**src/hw/rtl/assert_macros.svh**
```systemverilog
// assertion macros shared by the bit reader modules
`ifndef ASSERT_MACROS_SVH
`define ASSERT_MACROS_SVH
`ifndef SYNTHESIS
`define MSBR_ASSERT(name, prop, msg) \
  name: assert property (@(posedge clk_i) disable iff (!rst_ni) (prop)) else $error(msg);
`define MSBR_ASSERT_NEVER(name, cond, msg) \
  name: assert property (@(posedge clk_i) disable iff (!rst_ni) !(cond)) else $error(msg);
`else
`define MSBR_ASSERT(name, prop, msg)
`define MSBR_ASSERT_NEVER(name, cond, msg)
`endif
`endif

```
**src/hw/rtl/msbr_pkg.sv**
```systemverilog
// types and constants of the msb-first bit reader
package msbr_pkg;

  localparam int unsigned STORE_BYTES_DEF = 64;
  localparam int unsigned STORE_BYTES_MAX = 8192;
  localparam int unsigned SLOT_W          = $clog2(STORE_BYTES_MAX);
  localparam int unsigned COUNT_W         = 16;
  localparam int unsigned MAX_READ_BITS   = 32;
  localparam int unsigned CNT_W           = $clog2(MAX_READ_BITS + 1);
  localparam int unsigned BYTE_BITS       = 8;
  localparam int unsigned NUM_BANKS       = 4;
  localparam int unsigned LANE_W          = $clog2(NUM_BANKS);
  localparam int unsigned WINDOW_BITS     = (NUM_BANKS + 1) * BYTE_BITS;
  localparam int unsigned QUEUE_DEPTH     = 2;
  localparam int unsigned AVAIL_W         = 10;

  typedef enum logic [1:0] {
    REQ_PUSH  = 2'd0,
    REQ_READ  = 2'd1,
    REQ_SKIP  = 2'd2,
    REQ_CLEAR = 2'd3
  } req_e;

  typedef enum logic [1:0] {
    ST_OK        = 2'd0,
    ST_UNDERFLOW = 2'd1,
    ST_OVERFLOW  = 2'd2,
    ST_BAD_COUNT = 2'd3
  } status_e;

  typedef enum logic [1:0] {
    CMD_NONE  = 2'd0,
    CMD_WRITE = 2'd1,
    CMD_READ  = 2'd2
  } cmd_e;

  typedef struct packed {
    logic [1:0]         req_type;
    logic [7:0]         data_byte;
    logic [COUNT_W-1:0] bit_count;
  } req_t;

  typedef struct packed {
    logic [1:0]         status;
    logic [31:0]        read_value;
    logic [AVAIL_W-1:0] bits_available;
    logic               byte_aligned;
    logic [3:0]         bits_to_boundary;
  } rsp_t;

  // work handed from the front part to the back part
  typedef struct packed {
    cmd_e              kind;
    logic [SLOT_W-1:0] slot;
    logic [7:0]        data;
    logic [2:0]        off;
    logic [CNT_W-1:0]  cnt;
    rsp_t              rsp;
  } cmd_t;

endpackage

```
**src/hw/rtl/msbr_ram.sv**
```systemverilog
// generic single write port ram with registered read
module msbr_ram #(
  parameter int unsigned WIDTH = 8,
  parameter int unsigned DEPTH = 16
) (
  input  logic                     clk_i,
  input  logic                     we_i,
  input  logic [$clog2(DEPTH)-1:0] waddr_i,
  input  logic [WIDTH-1:0]         wdata_i,
  input  logic                     re_i,
  input  logic [$clog2(DEPTH)-1:0] raddr_i,
  output logic [WIDTH-1:0]         rdata_o
);

  logic [WIDTH-1:0] mem_q [DEPTH];
  logic [WIDTH-1:0] rdata_q;

  always_ff @(posedge clk_i) begin
    if (we_i) begin
      mem_q[waddr_i] <= wdata_i;
    end
    if (re_i) begin
      rdata_q <= mem_q[raddr_i];
    end
  end

  assign rdata_o = rdata_q;

endmodule

```
**src/hw/rtl/msbr_front.sv**
```systemverilog
// front part: keeps the read and write position and classifies each request
`include "assert_macros.svh"
module msbr_front #(
  parameter int unsigned STORE_BYTES = msbr_pkg::STORE_BYTES_DEF
) (
  input  logic            clk_i,
  input  logic            rst_ni,
  input  logic            req_valid_i,
  input  msbr_pkg::req_t  req_i,
  output logic            cmd_valid_o,
  output msbr_pkg::cmd_t  cmd_o,
  input  logic            cmd_ready_i
);

  localparam int unsigned IDX_W  = $clog2(STORE_BYTES);
  localparam int unsigned FILL_W = $clog2(STORE_BYTES + 1);
  localparam int unsigned HELD_W = FILL_W + 3;
  localparam int unsigned CMP_W  = (HELD_W > msbr_pkg::COUNT_W) ? HELD_W : msbr_pkg::COUNT_W;
  localparam int unsigned TOT_W  = msbr_pkg::COUNT_W + 1;

  logic [IDX_W-1:0]  ri_q, ri_d, wi_q, wi_d, wi_inc, adv_idx, wi_exp;
  logic [FILL_W-1:0] fill_q, fill_d, adv_fill, adv_whole;
  logic [2:0]        off_q, off_d, adv_off;
  logic [HELD_W-1:0] held, held_d;
  logic              under, store_full, accept;
  logic [TOT_W-1:0]  total;
  logic [FILL_W:0]   idx_sum, exp_sum;

  assign accept     = req_valid_i && cmd_ready_i;
  assign held       = {fill_q, 3'b000} - HELD_W'(off_q);
  assign under      = CMP_W'(req_i.bit_count) > CMP_W'(held);
  assign store_full = fill_q == FILL_W'(STORE_BYTES);
  assign wi_inc     = (wi_q == IDX_W'(STORE_BYTES - 1)) ? '0 : wi_q + 1'b1;

  // position after consuming bit_count bits
  assign total     = TOT_W'(off_q) + TOT_W'(req_i.bit_count);
  assign adv_whole = FILL_W'(total[TOT_W-1:3]);
  assign adv_fill  = fill_q - adv_whole;
  assign adv_off   = (adv_fill == '0) ? 3'd0 : total[2:0];
  assign idx_sum   = (FILL_W + 1)'(ri_q) + (FILL_W + 1)'(adv_whole);
  assign adv_idx   = (idx_sum >= (FILL_W + 1)'(STORE_BYTES))
                   ? IDX_W'(idx_sum - (FILL_W + 1)'(STORE_BYTES)) : IDX_W'(idx_sum);

  always_comb begin
    ri_d   = ri_q;
    wi_d   = wi_q;
    fill_d = fill_q;
    off_d  = off_q;
    cmd_o  = '0;
    cmd_o.kind       = msbr_pkg::CMD_NONE;
    cmd_o.rsp.status = msbr_pkg::ST_OK;
    case (msbr_pkg::req_e'(req_i.req_type))
      msbr_pkg::REQ_PUSH: begin
        if (store_full) begin
          cmd_o.rsp.status = msbr_pkg::ST_OVERFLOW;
        end else begin
          cmd_o.kind = msbr_pkg::CMD_WRITE;
          cmd_o.slot = msbr_pkg::SLOT_W'(wi_q);
          cmd_o.data = req_i.data_byte;
          wi_d       = wi_inc;
          fill_d     = fill_q + 1'b1;
        end
      end
      msbr_pkg::REQ_READ: begin
        if (req_i.bit_count > msbr_pkg::COUNT_W'(msbr_pkg::MAX_READ_BITS)) begin
          cmd_o.rsp.status = msbr_pkg::ST_BAD_COUNT;
        end else if (under) begin
          cmd_o.rsp.status = msbr_pkg::ST_UNDERFLOW;
        end else begin
          ri_d   = adv_idx;
          fill_d = adv_fill;
          off_d  = adv_off;
          if (req_i.bit_count != '0) begin
            cmd_o.kind = msbr_pkg::CMD_READ;
            cmd_o.slot = msbr_pkg::SLOT_W'(ri_q);
            cmd_o.off  = off_q;
            cmd_o.cnt  = msbr_pkg::CNT_W'(req_i.bit_count);
          end
        end
      end
      msbr_pkg::REQ_SKIP: begin
        if (under) begin
          cmd_o.rsp.status = msbr_pkg::ST_UNDERFLOW;
        end else begin
          ri_d   = adv_idx;
          fill_d = adv_fill;
          off_d  = adv_off;
        end
      end
      msbr_pkg::REQ_CLEAR: begin
        ri_d   = '0;
        wi_d   = '0;
        fill_d = '0;
        off_d  = '0;
      end
      default: begin
        cmd_o.kind = msbr_pkg::CMD_NONE;
      end
    endcase
    held_d = {fill_d, 3'b000} - HELD_W'(off_d);
    cmd_o.rsp.bits_available   = msbr_pkg::AVAIL_W'(held_d);
    cmd_o.rsp.byte_aligned     = off_d == 3'd0;
    cmd_o.rsp.bits_to_boundary = 4'(msbr_pkg::BYTE_BITS) - 4'(off_d);
  end

  assign cmd_valid_o = req_valid_i;

  always_ff @(posedge clk_i or negedge rst_ni) begin
    if (!rst_ni) begin
      ri_q   <= '0;
      wi_q   <= '0;
      fill_q <= '0;
      off_q  <= '0;
    end else if (accept) begin
      ri_q   <= ri_d;
      wi_q   <= wi_d;
      fill_q <= fill_d;
      off_q  <= off_d;
    end
  end

  // write slot always sits fill_count bytes past the read slot
  assign exp_sum = (FILL_W + 1)'(ri_q) + (FILL_W + 1)'(fill_q);
  assign wi_exp  = (exp_sum >= (FILL_W + 1)'(STORE_BYTES))
                 ? IDX_W'(exp_sum - (FILL_W + 1)'(STORE_BYTES)) : IDX_W'(exp_sum);

  `MSBR_ASSERT(a_wi_tracks_fill, wi_q == wi_exp, "write slot out of step with fill count")
  `MSBR_ASSERT(a_off_needs_byte, off_q != 3'd0 |-> fill_q != '0, "bit offset in empty store")
  `MSBR_ASSERT_NEVER(a_fill_range, fill_q > FILL_W'(STORE_BYTES), "fill count above store size")

endmodule

```
**src/hw/rtl/msbr_fifo.sv**
```systemverilog
// short command queue between the front and back parts
`include "assert_macros.svh"
module msbr_fifo (
  input  logic            clk_i,
  input  logic            rst_ni,
  input  logic            wr_valid_i,
  output logic            wr_ready_o,
  input  msbr_pkg::cmd_t  wr_data_i,
  output logic            rd_valid_o,
  input  logic            rd_pop_i,
  output msbr_pkg::cmd_t  rd_data_o
);

  localparam int unsigned DEPTH = msbr_pkg::QUEUE_DEPTH;
  localparam int unsigned PTR_W = $clog2(DEPTH);
  localparam int unsigned CNT_W = $clog2(DEPTH + 1);

  msbr_pkg::cmd_t   mem_q [DEPTH];
  logic [PTR_W-1:0] wr_ptr_q, wr_ptr_d, rd_ptr_q, rd_ptr_d;
  logic [CNT_W-1:0] cnt_q, cnt_d;
  logic             do_wr, do_rd;

  assign wr_ready_o = cnt_q != CNT_W'(DEPTH);
  assign rd_valid_o = cnt_q != '0;
  assign rd_data_o  = mem_q[rd_ptr_q];
  assign do_wr      = wr_valid_i && wr_ready_o;
  assign do_rd      = rd_pop_i && rd_valid_o;

  always_comb begin
    wr_ptr_d = wr_ptr_q;
    rd_ptr_d = rd_ptr_q;
    cnt_d    = cnt_q;
    if (do_wr) begin
      wr_ptr_d = (wr_ptr_q == PTR_W'(DEPTH - 1)) ? '0 : wr_ptr_q + 1'b1;
    end
    if (do_rd) begin
      rd_ptr_d = (rd_ptr_q == PTR_W'(DEPTH - 1)) ? '0 : rd_ptr_q + 1'b1;
    end
    if (do_wr && !do_rd) begin
      cnt_d = cnt_q + 1'b1;
    end else if (do_rd && !do_wr) begin
      cnt_d = cnt_q - 1'b1;
    end
  end

  always_ff @(posedge clk_i or negedge rst_ni) begin
    if (!rst_ni) begin
      wr_ptr_q <= '0;
      rd_ptr_q <= '0;
      cnt_q    <= '0;
    end else begin
      wr_ptr_q <= wr_ptr_d;
      rd_ptr_q <= rd_ptr_d;
      cnt_q    <= cnt_d;
    end
  end

  always_ff @(posedge clk_i) begin
    if (do_wr) begin
      mem_q[wr_ptr_q] <= wr_data_i;
    end
  end

  `MSBR_ASSERT(a_ptrs_meet, cnt_q == '0 |-> wr_ptr_q == rd_ptr_q, "empty queue with split pointers")

endmodule

```
**src/hw/rtl/msbr_back.sv**
```systemverilog
// back part: banked byte store, two-phase fetch and bit extraction
`include "assert_macros.svh"
module msbr_back #(
  parameter int unsigned STORE_BYTES = msbr_pkg::STORE_BYTES_DEF
) (
  input  logic            clk_i,
  input  logic            rst_ni,
  input  logic            cmd_valid_i,
  input  msbr_pkg::cmd_t  cmd_i,
  output logic            cmd_pop_o,
  output logic            rsp_valid_o,
  output msbr_pkg::rsp_t  rsp_o,
  input  logic            rsp_pop_i
);

  localparam int unsigned NB     = msbr_pkg::NUM_BANKS;
  localparam int unsigned LW     = msbr_pkg::LANE_W;
  localparam int unsigned ROWS   = STORE_BYTES / NB;
  localparam int unsigned ROW_W  = $clog2(ROWS);
  localparam int unsigned IDX_W  = $clog2(STORE_BYTES);
  localparam int unsigned WIN_W  = msbr_pkg::WINDOW_BITS;
  localparam int unsigned SH_W   = $clog2(WIN_W + 1);
  localparam int unsigned WORD_W = NB * msbr_pkg::BYTE_BITS;

  logic             advance, is_read, is_write;
  logic             phase_q, phase_d;
  logic [IDX_W-1:0] slot;
  logic [LW-1:0]    lane, s1_lane;
  logic [ROW_W-1:0] row, row_nx;

  logic [NB-1:0]    bank_we, bank_re;
  logic [ROW_W-1:0] bank_raddr [NB];
  logic [7:0]       bank_rd    [NB];

  logic             s1_valid_q;
  msbr_pkg::cmd_t   s1_cmd_q;
  logic [WORD_W-1:0] s1_win_q, win_d;

  logic             out_valid_q;
  msbr_pkg::rsp_t   out_q, out_d;
  logic [WIN_W-1:0] window, shifted;
  logic [SH_W-1:0]  sh;
  logic [32:0]      mask_hi;

  // the whole back pipeline moves in lockstep so bank outputs stay put
  assign advance  = !out_valid_q || rsp_pop_i;
  assign is_read  = cmd_valid_i && (cmd_i.kind == msbr_pkg::CMD_READ);
  assign is_write = cmd_valid_i && (cmd_i.kind == msbr_pkg::CMD_WRITE);
  assign cmd_pop_o = advance && cmd_valid_i && (!is_read || phase_q);
  assign phase_d   = (advance && is_read) ? !phase_q : phase_q;

  assign slot   = IDX_W'(cmd_i.slot);
  assign lane   = slot[LW-1:0];
  assign row    = ROW_W'(slot >> LW);
  assign row_nx = (row == ROW_W'(ROWS - 1)) ? '0 : row + 1'b1;

  for (genvar b = 0; b < NB; b++) begin : g_bank
    // first phase fetches four consecutive bytes, second phase the fifth
    assign bank_re[b]    = advance && is_read && (!phase_q || lane == LW'(b));
    assign bank_raddr[b] = (phase_q || LW'(b) < lane) ? row_nx : row;
    assign bank_we[b]    = advance && is_write && lane == LW'(b);

    msbr_ram #(
      .WIDTH (8),
      .DEPTH (ROWS)
    ) u_ram (
      .clk_i   (clk_i),
      .we_i    (bank_we[b]),
      .waddr_i (row),
      .wdata_i (cmd_i.data),
      .re_i    (bank_re[b]),
      .raddr_i (bank_raddr[b]),
      .rdata_o (bank_rd[b])
    );
  end

  always_comb begin
    for (int j = 0; j < NB; j++) begin
      win_d[WORD_W-1-8*j -: 8] = bank_rd[LW'(lane + LW'(j))];
    end
  end

  // extract cnt bits starting off bits into the five byte window
  assign s1_lane = s1_cmd_q.slot[LW-1:0];
  assign window  = {s1_win_q, bank_rd[s1_lane]};
  assign sh      = SH_W'(WIN_W) - SH_W'(s1_cmd_q.off) - SH_W'(s1_cmd_q.cnt);
  assign shifted = window >> sh;
  assign mask_hi = {33{1'b1}} << s1_cmd_q.cnt;

  always_comb begin
    out_d = s1_cmd_q.rsp;
    if (s1_cmd_q.kind == msbr_pkg::CMD_READ) begin
      out_d.read_value = shifted[31:0] & ~mask_hi[31:0];
    end
  end

  always_ff @(posedge clk_i or negedge rst_ni) begin
    if (!rst_ni) begin
      phase_q     <= 1'b0;
      s1_valid_q  <= 1'b0;
      out_valid_q <= 1'b0;
    end else begin
      phase_q <= phase_d;
      if (advance) begin
        s1_valid_q  <= cmd_pop_o;
        out_valid_q <= s1_valid_q;
      end
    end
  end

  always_ff @(posedge clk_i) begin
    if (advance) begin
      s1_cmd_q <= cmd_i;
      s1_win_q <= win_d;
      out_q    <= out_d;
    end
  end

  assign rsp_valid_o = out_valid_q;
  assign rsp_o       = out_q;

  `MSBR_ASSERT(a_phase_on_read, phase_q |-> is_read, "second fetch phase without a read at head")
  `MSBR_ASSERT_NEVER(a_write_in_stall, !advance && (|bank_we), "store write while pipeline stalled")

endmodule

```
**src/hw/rtl/msb_first_bit_reader.sv**
```systemverilog
// msb-first bit reader: banked circular byte store with bit read and skip
//
// input channel: push/full carries one request (push byte, read bits, skip bits,
// clear); it is taken on a clock edge with push high and full low. output channel:
// empty/pop; the oldest result sits on rsp_o while empty is low and is taken on an
// edge with pop high. every request gives exactly one result, in order.
// path: each result passes the command queue, the fetch stage register and the
// output register; a read of 1 to 32 bits also waits for its second fetch phase.
// throughput: one request per cycle unless pop holds the back end, but a read of 1 to
// 32 bits takes a first and a second fetch phase there: its five window bytes span
// four byte banks of one read port each: four bytes come in the first, the fifth later.
// a two-entry command queue sits between the classifying front end and the
// fetching back end; when pop stays low the back end holds, the queue fills and
// full rises, and nothing is lost.
// reset empties the store and zeroes all positions; store contents are not
// cleared and need no clearing pass. STORE_BYTES must be a multiple of four.
module msb_first_bit_reader #(
  parameter int unsigned STORE_BYTES = msbr_pkg::STORE_BYTES_DEF
) (
  input  logic            clk_i,
  input  logic            rst_ni,
  input  logic            push,
  output logic            full,
  input  msbr_pkg::req_t  req_i,
  output logic            empty,
  input  logic            pop,
  output msbr_pkg::rsp_t  rsp_o
);

  logic           front_valid, q_ready, q_valid, q_pop, rsp_valid;
  msbr_pkg::cmd_t front_cmd, q_cmd;

  msbr_front #(
    .STORE_BYTES (STORE_BYTES)
  ) u_front (
    .clk_i       (clk_i),
    .rst_ni      (rst_ni),
    .req_valid_i (push),
    .req_i       (req_i),
    .cmd_valid_o (front_valid),
    .cmd_o       (front_cmd),
    .cmd_ready_i (q_ready)
  );

  msbr_fifo u_fifo (
    .clk_i      (clk_i),
    .rst_ni     (rst_ni),
    .wr_valid_i (front_valid),
    .wr_ready_o (q_ready),
    .wr_data_i  (front_cmd),
    .rd_valid_o (q_valid),
    .rd_pop_i   (q_pop),
    .rd_data_o  (q_cmd)
  );

  msbr_back #(
    .STORE_BYTES (STORE_BYTES)
  ) u_back (
    .clk_i       (clk_i),
    .rst_ni      (rst_ni),
    .cmd_valid_i (q_valid),
    .cmd_i       (q_cmd),
    .cmd_pop_o   (q_pop),
    .rsp_valid_o (rsp_valid),
    .rsp_o       (rsp_o),
    .rsp_pop_i   (pop)
  );

  assign full  = !q_ready;
  assign empty = !rsp_valid;

endmodule
```
**config.mk**
```make
export PLATFORM = sky130hd
export DESIGN_NAME = msb_first_bit_reader
export DESIGN_NICKNAME = d
export VERILOG_FILES = /design/src/hw/rtl/msbr_pkg.sv /design/src/hw/rtl/msbr_ram.sv /design/src/hw/rtl/msbr_front.sv /design/src/hw/rtl/msbr_fifo.sv /design/src/hw/rtl/msbr_back.sv /design/src/hw/rtl/msb_first_bit_reader.sv
export VERILOG_INCLUDE_DIRS = /design/src /design/src/hw/rtl
export SDC_FILE = /design/constraint.sdc
export NUM_CORES = 1
export LEC_CHECK = 0
export BUFFER_PORTS_ARGS = -buffer_cell sky130_fd_sc_hd__buf_4
export CORE_MARGIN = 2
export CORE_UTILIZATION = 38
export CTS_CLUSTER_DIAMETER = 60
export CTS_CLUSTER_SIZE = 20
export DETAILED_ROUTE_END_ITERATION = 7
export PLACE_DENSITY = 0.5
export SETUP_SLACK_MARGIN = 0.1
export SLEW_MARGIN = 20
export SYNTH_ARGS = -nofsm -noshare
export SYNTH_HDL_FRONTEND = slang
export SYNTH_SLANG_ARGS = --single-unit
```
**constraint.sdc**
```tcl
create_clock -name clk_i -period 6.1 [get_ports clk_i]
set_input_delay 0.305 -clock clk_i [delete_from_list [all_inputs] [get_ports clk_i]]
set_output_delay 0.305 -clock clk_i [all_outputs]
set_load 0.02 [all_outputs]
```
==> out/metrics.cfg <==
[sta]
tightest_slew_ns=1.11
skew_ns=0.0335
relSlewSlack_pct=25.7
setup_viol=0
finalMaxSlewViolations=0
fmaxAchievable_mhz=191
final_hold_viol_count=0
period_minus_slack_ns=5.23
grt_setup_unrepaired=no
finalSetupTns_ns=0
period_share_pct=85.7

[cells_and_area]
nets=2241
area_growth_pct=14.0
stdcell_count=3378
diodes=0
drive_above_1_share_pct=22.9
fillers=7811

[global_route]
grt_pass1_vias=18800
grt_pass1_wl_um=119000
grt.total_usage_pct=17.4
antenna_found_initial=1
overflow=0
grt_start_max_net_pins=80

[synth]
synth.avg_cell_area_um2=16.3
ys_seq_area_share_pct=67.1
ys.flop_type=edfxtp_1
async_reset_ff_share_pct=3.84
yosysTopAreaCellShare_pct=65.0
synth_area_um2=33600
yosys-top-cells-area=edfxtp_1 (65%), mux4_2 (10%), mux2i_1 (4.1%), mux2_2 (2.3%), dfrtp_1 (2.2%)
yosysTopAreaCell=edfxtp_1
ys.warnings.count=0
synth_edf_count=727
ys_seq_elements=756
synth.most_common_cell=edfxtp_1
synthTopCellsByCount=edfxtp_1 (727), mux4_2 (151), mux2i_1 (137), nor2_1 (132), nand2_1 (124)
syn_nets=2147
synth_cell_type_count=80
synthCells=2066

[routing]
drt_wl_total_um=78400
drt_iter0_markers=1316
routedWlPerCell_um=23.2
route.antenna.remaining_nets=0
routed-via-count=18100
dr.pass1.iters=5
route.detailed.drc=0
viasPerCell=5.34

[worst_setup_path]
critPathKind=reg2reg
cp-start-kind=flip-flop
crit_required_ns=6.47
end_kind=flip-flop
worst_ep_arrival_time_ns=5.60
path_max_fanout=7

[clocking]
cts_root_buffer=clkbuf_16
cts.sinks=756
htree_levels=3
cts_buffer_depth=3
cts_setup_buffers=0
ctsResizeCount=0
clkTransAtPathRegs_ns=0.07
cts_tree=yes
holdBufCountCts=10
numCtsBuffers=69
clock_latency_ns=0.64

[floorplan]
die_x_um=301
dieArea_um2=90800
die_y_um=301
rows=109
core_area_um2=88000
initial_utilization_pct=38.2
boundaryPins=81

[place]
place_inst=3244
io_buffers=80
dp_hpwl_um=52100
gp_congestion=0.895

[run_status]
status=finished clean

[job]
maxCapViolations=0

[min_path]
hold_path.class=in2reg

-- layout by cell type (no fill, tap or decap), drive strengths merged, types with 6 or more instances in the layout --
| master | count |
|---|---|
| a211oi | 55 |
| a21o | 9 |
| a21oi | 89 |
| and2 | 24 |
| buf | 120 |
| clkbuf | 72 |
| clkinv | 23 |
| dfrtp | 29 |
| dlygate4sd3 | 10 |
| edfxtp | 727 |
| ha | 47 |
| inv | 73 |
| mux2 | 68 |
| mux2i | 138 |
| mux4 | 151 |
| nand2 | 124 |
| nand2b | 9 |
| nand3 | 12 |
| nand4 | 6 |
| nor2 | 133 |
| nor2b | 36 |
| nor3 | 19 |
| o211ai | 7 |
| o21ai | 90 |
| o31ai | 7 |
| or2 | 6 |
| xnor2 | 32 |
| xor2 | 18 |
-- final timing paths --
path	startpoint	to	slack, ns	cells after the start
max	u_front.off_q[0]	u_fifo.mem_q[0][13]	0.87	19
min	req_i[1]	u_fifo.mem_q[0][18]	0.04	2
max reg2reg	u_front.off_q[0]	u_fifo.mem_q[0][13]	0.87	19
min reg2reg	u_back.out_d[14]	u_back.rsp_o[14]	0.42	0
max in group asynchronous	rst_ni	u_front.fill_q[4]	5.60	2
min in group asynchronous	rst_ni	u_back.s1_valid_q	0.15	2
-- critical path, cell delays in order, from the launching register on --
cell and delay, ns:
dfrtp_1 0.50, ha_1 0.23, inv_1 0.06, fa_1 0.42
nor2b_1 0.12, o21ai_0 0.18, xnor2_1 0.38, inv_1 0.14
ha_1 0.30, nand3b_1 0.11, a21o_1 0.19, a211oi_1 0.26
nor4b_1 0.54, a2111oi_2 0.17, a2111oi_1 0.60, a21o_1 0.17
ha_1 0.17, nand2_1 0.11, nor3b_1 0.19, xnor2_1 0.13
-- per-stage QoR --
stage,worst slack (ns),hold slack (ns),util (%),instance area (um^2)
floorplan,1.03,0.00941,-,33600
global placement,0.958,0.287,40.6,35700
detailed placement,0.933,0.270,40.6,35700
CTS,0.905,0.00223,43.5,38300
global route,0.453,0.0144,43.5,38300
finish,0.873,0.0405,43.5,38300
-- sequential cells by signal, summed over array words and instances, names as in the netlist --
register                     flops
u_fifo.cnt_q                     2
u_back.out_d                    14
u_back.s1_valid_q                1
u_back.g_bank.u_ram.mem_q      512
u_back.s1_win_q                 32
u_back.rsp_valid_o               1
u_back.s1_cmd_q                 13
u_back.g_bank.u_ram.rdata_o     32
u_fifo.wr_ptr_q                  1
u_fifo.rd_ptr_q                  1
u_front.off_q                    3
u_fifo.mem_q                    78
u_front.ri_q                     6
u_back.phase_q                   1
u_back.rsp_o                    46
u_front.wi_q                     6
u_front.fill_q                   7
-- logic make-up (layout without fill, tap and decap cells) --
kind of cell	count (synthesis)	after routing	share of synthesized area, %
simple gates	395	395	5.47
compound gates	299	299	5.63
buf+inv	157	304	1.89
fa+ha+maj	51	51	1.99
xor+xnor	51	51	1.37
mux	357	357	16.5
flops	756	756	67.1
-- metal layers --
metal	global-route usage [%]	part of all wire [%]
met5	0	0
met4	4.73	2.3
met2	29.9	50
met3	2.32	3.9
met1	23.4	44
-- layout make-up --
cell class	instances	area [um^2]	share of cell area, %
clock buffer	72	1760	4.59
timing repair buffer	130	1030	2.70
inverter	50	188	0.490
clock inverter	52	692	1.81
tap	1165	1460	3.81
sequential	756	22600	58.9
multi-input combinational	1153	10600	27.7
Power is not shown: default switching activity piles up to over one toggle a cycle in this logic, so the estimate is an artifact.
